$ cat config.mk
export PLATFORM = sky130hd
export DESIGN_NAME = tcw_ctrl
export DESIGN_NICKNAME = d
export VERILOG_FILES = /design/src/rtl/text_console_writer_assert.svh /design/src/rtl/tcw_pkg.sv /design/src/rtl/tcw_ctrl.sv
export SDC_FILE = /design/constraint.sdc
export NUM_CORES = 1
export LEC_CHECK = 0
export BUFFER_PORTS_ARGS = -buffer_cell sky130_fd_sc_hd__buf_2
export CAP_MARGIN = 20
export CORE_AREA = 2 2 39 41
export DETAILED_ROUTE_END_ITERATION = 7
export DIE_AREA = 0 0 41 43
export PLACE_DENSITY = 0.49
export SYNTH_ARGS = -nofsm -noshare
export SYNTH_HDL_FRONTEND = slang
export SYNTH_SLANG_ARGS = --single-unit
export TNS_END_PERCENT = 1
$ cat constraint.sdc
create_clock -name clk_i -period 1.2 [get_ports clk_i]
set_input_delay 0.24 -clock clk_i [delete_from_list [all_inputs] [get_ports clk_i]]
set_output_delay 0.24 -clock clk_i [all_outputs]
set_load 0.05 [all_outputs]
$ cat src/rtl/text_console_writer_assert.svh
// Assertion macros for the text console writer.
// Used by the top level; expects clk_i and rst_ni in the including scope.
`ifndef TEXT_CONSOLE_WRITER_ASSERT_SVH
`define TEXT_CONSOLE_WRITER_ASSERT_SVH

// Same-cycle implication, disabled during reset.
`define TCW_ASSERT_NOW(label, ante, cons, msg) \
  label: assert property (@(posedge clk_i) disable iff (!rst_ni) (ante) |-> (cons)) \
    else $error(msg);

// Next-cycle implication, disabled during reset.
`define TCW_ASSERT_NEXT(label, ante, cons, msg) \
  label: assert property (@(posedge clk_i) disable iff (!rst_ni) (ante) |=> (cons)) \
    else $error(msg);

`endif

$ cat src/rtl/tcw_pkg.sv
// Shared types and constants for the text console writer.
// No dependencies; used by tcw_ctrl, tcw_datapath and the top level, but not by tcw_ram.
`default_nettype none

package tcw_pkg;

  localparam logic [1:0] KIND_PRINT = 2'd0;
  localparam logic [1:0] KIND_READ  = 2'd1;
  localparam logic [1:0] KIND_PLACE = 2'd2;

  localparam logic [7:0]  NEWLINE_CODE = 8'd10;
  localparam logic [7:0]  SPACE_CODE   = 8'h20;
  localparam logic [7:0]  RESET_ATTR   = 8'h07;
  localparam logic [15:0] RESET_CELL   = {RESET_ATTR, SPACE_CODE};
  localparam int          CURSOR_IDX_W = 11;

  typedef struct packed {
    logic [1:0] kind;
    logic [7:0] char_code;
    logic [6:0] column_select;
    logic [4:0] row_select;
    logic [7:0] cell_attr;
  } tcw_in_t;

  typedef struct packed {
    logic [15:0]             read_cell;
    logic [CURSOR_IDX_W-1:0] cursor_index;
    logic                    scrolled;
  } tcw_out_t;

  typedef enum logic [1:0] {
    ST_CLEAR,
    ST_IDLE,
    ST_SCROLL
  } tcw_state_e;

  // Commands from the controller to the datapath.
  typedef struct packed {
    logic clear_wr;
    logic scroll_step;
    logic cnt_clr;
    logic print_wr;
    logic place_wr;
    logic cell_rd;
    logic cur_next_row;
    logic cur_advance;
    logic finish;
    logic finish_scroll;
  } tcw_cmd_t;

  // Status from the datapath to the controller.
  typedef struct packed {
    logic newline;
    logic col_last;
    logic row_last;
    logic in_range;
    logic clear_end;
    logic scroll_end;
  } tcw_stat_t;

endpackage

`default_nettype wire

$ cat src/rtl/tcw_ctrl.sv
// Controller state machine of the text console writer: clearing pass, idle, scroll.
// Depends on tcw_pkg for the state, command and status types.
`default_nettype none

module tcw_ctrl (
  input  wire                 clk_i,
  input  wire                 rst_ni,
  input  wire                 start_i,
  input  wire [1:0]           kind_i,
  input  tcw_pkg::tcw_stat_t  stat_i,
  output tcw_pkg::tcw_cmd_t   cmd_o,
  output logic                busy_o
);

  import tcw_pkg::*;

  tcw_state_e state_q, state_d;
  logic       wraps_row;

  // A print leaves the current row on a newline or on the last column.
  assign wraps_row = stat_i.newline || stat_i.col_last;

  always_ff @(posedge clk_i or negedge rst_ni) begin
    if (!rst_ni) begin
      state_q <= ST_CLEAR;
    end else begin
      state_q <= state_d;
    end
  end

  always_comb begin
    state_d = state_q;
    case (state_q)
      ST_CLEAR: begin
        if (stat_i.clear_end) state_d = ST_IDLE;
      end
      ST_IDLE: begin
        if (start_i && kind_i == KIND_PRINT && wraps_row && stat_i.row_last) begin
          state_d = ST_SCROLL;
        end
      end
      ST_SCROLL: begin
        if (stat_i.scroll_end) state_d = ST_IDLE;
      end
      default: state_d = ST_CLEAR;
    endcase
  end

  always_comb begin
    cmd_o = '0;
    case (state_q)
      ST_CLEAR: begin
        cmd_o.clear_wr = 1'b1;
      end
      ST_IDLE: begin
        if (start_i) begin
          case (kind_i)
            KIND_PRINT: begin
              cmd_o.print_wr = !stat_i.newline;
              if (wraps_row) begin
                cmd_o.cur_next_row = 1'b1;
                cmd_o.cnt_clr      = stat_i.row_last;
                cmd_o.finish       = !stat_i.row_last;
              end else begin
                cmd_o.cur_advance = 1'b1;
                cmd_o.finish      = 1'b1;
              end
            end
            KIND_READ: begin
              cmd_o.cell_rd = stat_i.in_range;
              cmd_o.finish  = 1'b1;
            end
            KIND_PLACE: begin
              cmd_o.place_wr = stat_i.in_range;
              cmd_o.finish   = 1'b1;
            end
            default: begin
              cmd_o.finish = 1'b1;
            end
          endcase
        end
      end
      ST_SCROLL: begin
        cmd_o.scroll_step   = 1'b1;
        cmd_o.finish_scroll = stat_i.scroll_end;
      end
      default: begin
        cmd_o = '0;
      end
    endcase
  end

  assign busy_o = (state_q != ST_IDLE);

endmodule

`default_nettype wire

==> impl_results.md, run 1 <==
* Initial antenna violation count at 0
* Tmin final at 1560 ps
* Final layout net count at 74
* Final wirelength at 746 um
* Share of cells above drive strength 1 at 0.738
* Slowest stage delay, CP at 350 ps
* Post-route setup slack at -356 ps
* Top delay family on crit path: simple AND/OR/NAND/NOR gates
* Vias per std cell at 4.10
* I/O Pins at 22
* CTS tree: yes
* CP max stage cell: dfrtp_1
* Num Clock Sinks at 2
* Post-synthesis sequential area ratio at 0.260
* Setup total negative slack at -2830 ps
* Post-DRT Antenna Nets at 0
* Synth warn at 0
* Worst-Margin Slew at 259 ps
* Clock Path Buffers at 2
* Status: complete, but fails checks
* Final setup fails at 11
* DIE WIDTH at 41 um
* Failing checks: setup timing
* Flops & latches, synth at 2
* Vias after detailed routing at 316
* FP Rows at 14
* Post-route cell area at 558 sq um
* Setup Fix Bufs, Post-CTS at 0
* Routability cong. at 0.674
* Most frequent cells in the layout: buf_2, buf_6, buf_4
* Die Y-Extent at 43 um
* Hold Crit Class: in -> reg
* CP max FO at 3
* CP bufs+invs at 1
* Required time of the critical path at 960 ps
* Relative slew slack at 0.826
* Largest net degree at the start of global routing at 6
* Max Cap Viol at 0
* Critical Path AT at 1320 ps
* Max reg flops at 2
* Starting DRT DRC Count at 2
* TritonRoute pass-1 iters at 2
* Number of port buffers at 21
* Initial Utilization at 0.139
* Number of global-route vias before repair at 316
* Setup crit start kind: register
* Synth Instances at 27
* Diode count at 0
* Maximum vdd drop at 0.450 mV
* HPWL after DPL at 560 um
* Worst-skew pair later-pin latency at 230 ps
* Wire length per cell at 9.69 um
* CTS root buf: clkbuf_4
* DRC violations left at 0
* Max Freq at 0.643 GHz
* Mapped Avg Cell Area at 7.14 sq um
* Die area at 0.00176 sq mm
* Setup crit end kind: primary output
* Htree depth at 1
* Leakage Power at 0.281 nW
* First-pass GRT wire length at 1290 um
* Power density over the cells at 783 mW/mm^2
* RSZ-0062 raised after global routing: yes
* Core Box Area at 0.00138 sq mm
* Min Hold Slack at 233 ps
* Largest reg by FF count: state_q
* Synth cell types at 15
* Commonest non-fill, non-tap cell in the layout: buf_2
* Num CTS Buffers at 3
* Placed inst area at 447 sq um
* Post-Syn Nets at 38
* Gr ovfl total at 0
* Final Slew Violations at 0
* Synthesized cell area at 193 sq um
* Clock input transition at the sequential cells of the worst setup and hold paths at 30 ps
* Setup CP Type: reg -> out
* GRT Util Overall at 0.124
* Regs by FF count: state_q x2
* Hold Violations, Final at 0
* Area growth syn-to-layout at 190%
* Clock Skews at 1.18 ps
* Fin crit share at 1.30
* Cell Chain, Critical Path: and3b_2, nand2_4, nor3b_4, buf_6
-- cell type report --
class,count,area [sq um]
Inverter,2,7.51
Timing Repair Buffer,31,259
Multi-Input combinational cell,23,199
Fill cell,137,826
Tap cell,16,20.0
Sequential cell,2,50.0
Clock buffer,3,22.5
-- report_power, final --
part / switching [mW] / leakage (nW) / internal, mW
combinational: 0.123 / 0.244 / 0.0882
sequential: 0.00239 / 0.0235 / 0.0723
clock: 0.0402 / 0.0138 / 0.110
total: 0.166 / 0.281 / 0.271
-- per-stage QoR --
stage | setup WS (ps) | power [mW] | util | std cells
4_1_cts | -377 | 0.448 | 0.396 | 77
6_report | -356 | 0.437 | 0.403 | 77
2_1_floorplan | -302 | 0.191 | - | 27
5_1_grt | -455 | 0.479 | 0.403 | 77
3_3_place_gp | -240 | 0.260 | 0.323 | 73
3_5_place_dp | -251 | 0.261 | 0.323 | 73
-- per-layer routing --
metal  track usage  part of all wire
met5             0                 0
met3        0.0628             0.079
met1         0.125              0.39
met2         0.163              0.50
met4         0.140             0.034
-- cells in the mapped netlist, drive strengths merged --
cell / count / area, sq um
nand3: 1 / 5.00
nor2: 7 / 26.3
o21ai: 1 / 5.00
o31ai: 1 / 7.51
inv: 2 / 7.51
nand2: 4 / 15.0
and3b: 1 / 10.0
nor3: 1 / 5.00
nor3b: 2 / 25.0
nor4: 1 / 6.26
or2b: 1 / 7.51
and2b: 1 / 8.76
o21a: 1 / 7.51
o22ai: 1 / 6.26
dfrtp: 2 / 50.1
-- final timing paths --
check / startpoint / endpoint / slack (ps) / depth (start not counted)
hold reg to reg: state_q[1]$_DFFE_PN0P_ / state_q[0]$_DFFE_PN0P_ / 550 / 2
setup / recovery: state_q[1]$_DFFE_PN0P_ / cmd_o[4] / -360 / 4
hold / removal: stat_i[0] / state_q[1]$_DFFE_PN0P_ / 230 / 2
max in group asynchronous: rst_ni / state_q[1]$_DFFE_PN0P_ / 760 / 2
min in group asynchronous: rst_ni / state_q[0]$_DFFE_PN0P_ / 340 / 2
setup reg to reg: state_q[1]$_DFFE_PN0P_ / state_q[1]$_DFFE_PN0P_ / 110 / 4
-- logic make-up after synthesis --
family	count (synthesis)	synth area share
AO/OA/AOI/OAI	4	0.136
AND/OR/NAND/NOR	19	0.565
buffers and inverters	2	0.0390
flip-flops	2	0.260
-- timing repair --
item	CTS	global route
resized for setup	22	4
endpoints found under the hold margin	2	0
setup endpoints to repair	11	12
hold buffers	1	0
pin swaps	4	2
Power figures use the tool's default switching activity.
==> inputs of run 2 (changes only) <==
--- a/config.mk
+++ b/config.mk
@@ -11,6 +11,7 @@
 export DETAILED_ROUTE_END_ITERATION = 7
 export DIE_AREA = 0 0 41 43
 export PLACE_DENSITY = 0.49
+export SETUP_SLACK_MARGIN = 0.1
 export SYNTH_ARGS = -nofsm -noshare
 export SYNTH_HDL_FRONTEND = slang
 export SYNTH_SLANG_ARGS = --single-unit
==> run 2 against run 1 <==
  * The run still ends with setup timing left
  * Die area is the same
  * Wire length grew 5.9%
  * Critical path depth is the same
  * Setup slack is essentially flat
  * Final area grew 1.1%
  * Non-clock buffer count is the same
  * Combinational power is essentially flat
  * Via count grew 1.6%
  * Sequential power is essentially flat
  * First-iteration DRC count grew 50%
  * Clock skew grew 2.5 ps
  * Fmax is essentially flat
==> impl_results.md, run 2 (same netlist as run 1, synthesis figures left out) <==
* CP max FO at 3 (unchanged)
* Die Y-Extent at 43 um (unchanged)
* Regs by FF count: state_q x2
* Num CTS Buffers at 3 (unchanged)
* Placed inst area at 447 sq um (unchanged)
* Num Clock Sinks at 2 (unchanged)
* Most frequent cells in the layout: buf_2, buf_6, buf_4
* Sw Ratio at 0.384 (+0.00460)
* Final layout net count at 74 (unchanged)
* Largest reg by FF count: state_q
* Htree depth at 1 (unchanged)
* DIE WIDTH at 41 um (unchanged)
* RSZ-0062 raised after global routing: yes
* Routability cong. at 0.674 (unchanged)
* TritonRoute pass-1 iters at 4 (+2)
* Area of the multi-input gates at 205 sq um (+3.1%)
* Critical Path AT at 1320 ps (about the same)
* Share of cells above drive strength 1 at 0.754 (+0.0164)
* Post-route setup slack at -356 ps (-0.0790 ps)
* Number of port buffers at 21 (unchanged)
* Number of global-route vias before repair at 316 (unchanged)
* Setup crit start kind: register
* Relative slew slack at 0.826 (unchanged)
* Hold Violations, Final at 0 (unchanged)
* Status: complete, but fails checks
* Max reg flops at 2 (unchanged)
* Largest net degree at the start of global routing at 6 (unchanged)
* Gr ovfl total at 0 (unchanged)
* Initial Utilization at 0.139 (unchanged)
* CTS tree: yes
* Worst-skew pair later-pin latency at 230 ps (about the same)
* Clock share of power at 0.347 (+0.002)
* CTS root buf: clkbuf_4
* Area growth syn-to-layout at 193%
* Fin crit share at 1.30 (about the same)
* Sequential cell area at 50.0 sq um (unchanged)
* Clock input transition at the sequential cells of the worst setup and hold paths at 30 ps (about the same)
* Die area at 0.00176 sq mm (unchanged)
* Max Cap Viol at 0 (unchanged)
* Worst-Margin Slew at 259 ps (unchanged)
* First-pass GRT wire length at 1290 um (unchanged)
* Setup crit end kind: primary output
* DRC violations left at 0 (unchanged)
* Failing checks: setup timing
* Power density over the cells at 782 mW/mm^2 (about the same)
* Starting DRT DRC Count at 3 (+1)
* FILL cells at 137 (unchanged)
* Leakage Power at 0.283 nW (+0.73%)
* Setup CP Type: reg -> out
* Vias after detailed routing at 321 (+1.6%)
* Setup Fix Bufs, Post-CTS at 0 (unchanged)
* Tmin final at 1560 ps (+0.0790 ps)
* Reg power frac at 0.169 (-0.002)
* Hold Crit Class: in -> reg
* Post-DRT Antenna Nets at 0 (unchanged)
* I/O Pins at 22 (unchanged)
* Vias per std cell at 4.17 (+1.6%)
* Commonest non-fill, non-tap cell in the layout: buf_2
* Required time of the critical path at 960 ps (about the same)
* Core Box Area at 0.00138 sq mm (unchanged)
* Max Freq at 0.643 GHz (about the same)
* Internal Power at 0.272 mW (+0.33%)
* HPWL after DPL at 560 um (unchanged)
* Final wirelength at 790 um (+5.9%)
* Initial antenna violation count at 0 (unchanged)
* Diode count at 0 (unchanged)
* Final setup fails at 11 (unchanged)
* Post-route cell area at 564 sq um (+1.1%)
* Final Slew Violations at 0 (unchanged)
* NetSw at 0.170 mW (+2.3%)
* Wire length per cell at 10.3 um (+5.9%)
* FP Rows at 14 (unchanged)
* Clock Skews at 3.64 ps (+2.47 ps)
* Logic pwr share at 0.484 (about the same)
* GRT Util Overall at 0.124 (unchanged)
* Final core utilization at 0.408 (+0.00452)
* Maximum vdd drop at 0.451 mV (about the same)
* Clock Path Buffers at 2 (unchanged)
[run 2: critical path, cell delays in order (launching register included)]
cell     delay (ps)
dfrtp_1         350
and3b_2         300
nand2_4          80
nor3b_4         170
buf_6           180
[run 2: area by class of cell]
class,count,area share
clock buffer,3,0.0399
inverter,2,0.0133
multi-input combinational,23,0.364
sequential,2,0.0887
tap,16,0.0355
timing repair buffer,31,0.459
[run 2: per-layer routing]
metal	up-vias	GRT usage	wire length, um
met5	-	0	0
met4	0	0.140	34
met2	16	0.163	402
met3	4	0.0628	60
li1	162	-	-
met1	139	0.125	293
[run 2: stage by stage]
step	worst slack (ps)	total power [mW]	setup TNS (ps)	hold WS, ps	cells
2_1_floorplan	-302	0.191	-1750	-55.6	27
3_3_place_gp	-240	0.260	-1400	27.8	73
3_5_place_dp	-251	0.261	-1420	29.4	73
4_1_cts	-377	0.448	-3030	213	77
5_1_grt	-455	0.481	-3800	226	77
6_report	-356	0.441	-2840	248	77
[run 2: path summary, 6_finish.rpt]
check	start	endpoint	slack (ps)	cells after the start
worst min-delay path	stat_i[0]	state_q[1]$_DFFE_PN0P_	250	2
max in group asynchronous	rst_ni	state_q[1]$_DFFE_PN0P_	760	2
min in group asynchronous	rst_ni	state_q[0]$_DFFE_PN0P_	340	2
worst max-delay path	state_q[1]$_DFFE_PN0P_	cmd_o[4]	-360	4
worst max register to register	state_q[1]$_DFFE_PN0P_	state_q[1]$_DFFE_PN0P_	100	4
worst min register to register	state_q[1]$_DFFE_PN0P_	state_q[0]$_DFFE_PN0P_	550	2
[run 2: power groups by stage]
stage	Combinational [mW]	Clock, mW	Sequential, mW
floorplan	0.114	0	0.0769
finish	0.214	0.153	0.0746
CTS	0.213	0.161	0.0747
detailed placement	0.186	0	0.0748
global placement	0.185	0	0.0748
global route	0.227	0.178	0.0755
[run 2: repair_timing]
| item | in CTS | in global routing |
|---|---|---|
| hold buffers | 1 | 0 |
| pin swaps | 4 | 2 |
| resized for setup | 22 | 5 |
| setup endpoints to repair | 12 | 13 |
| hold endpoints to repair | 2 | 0 |
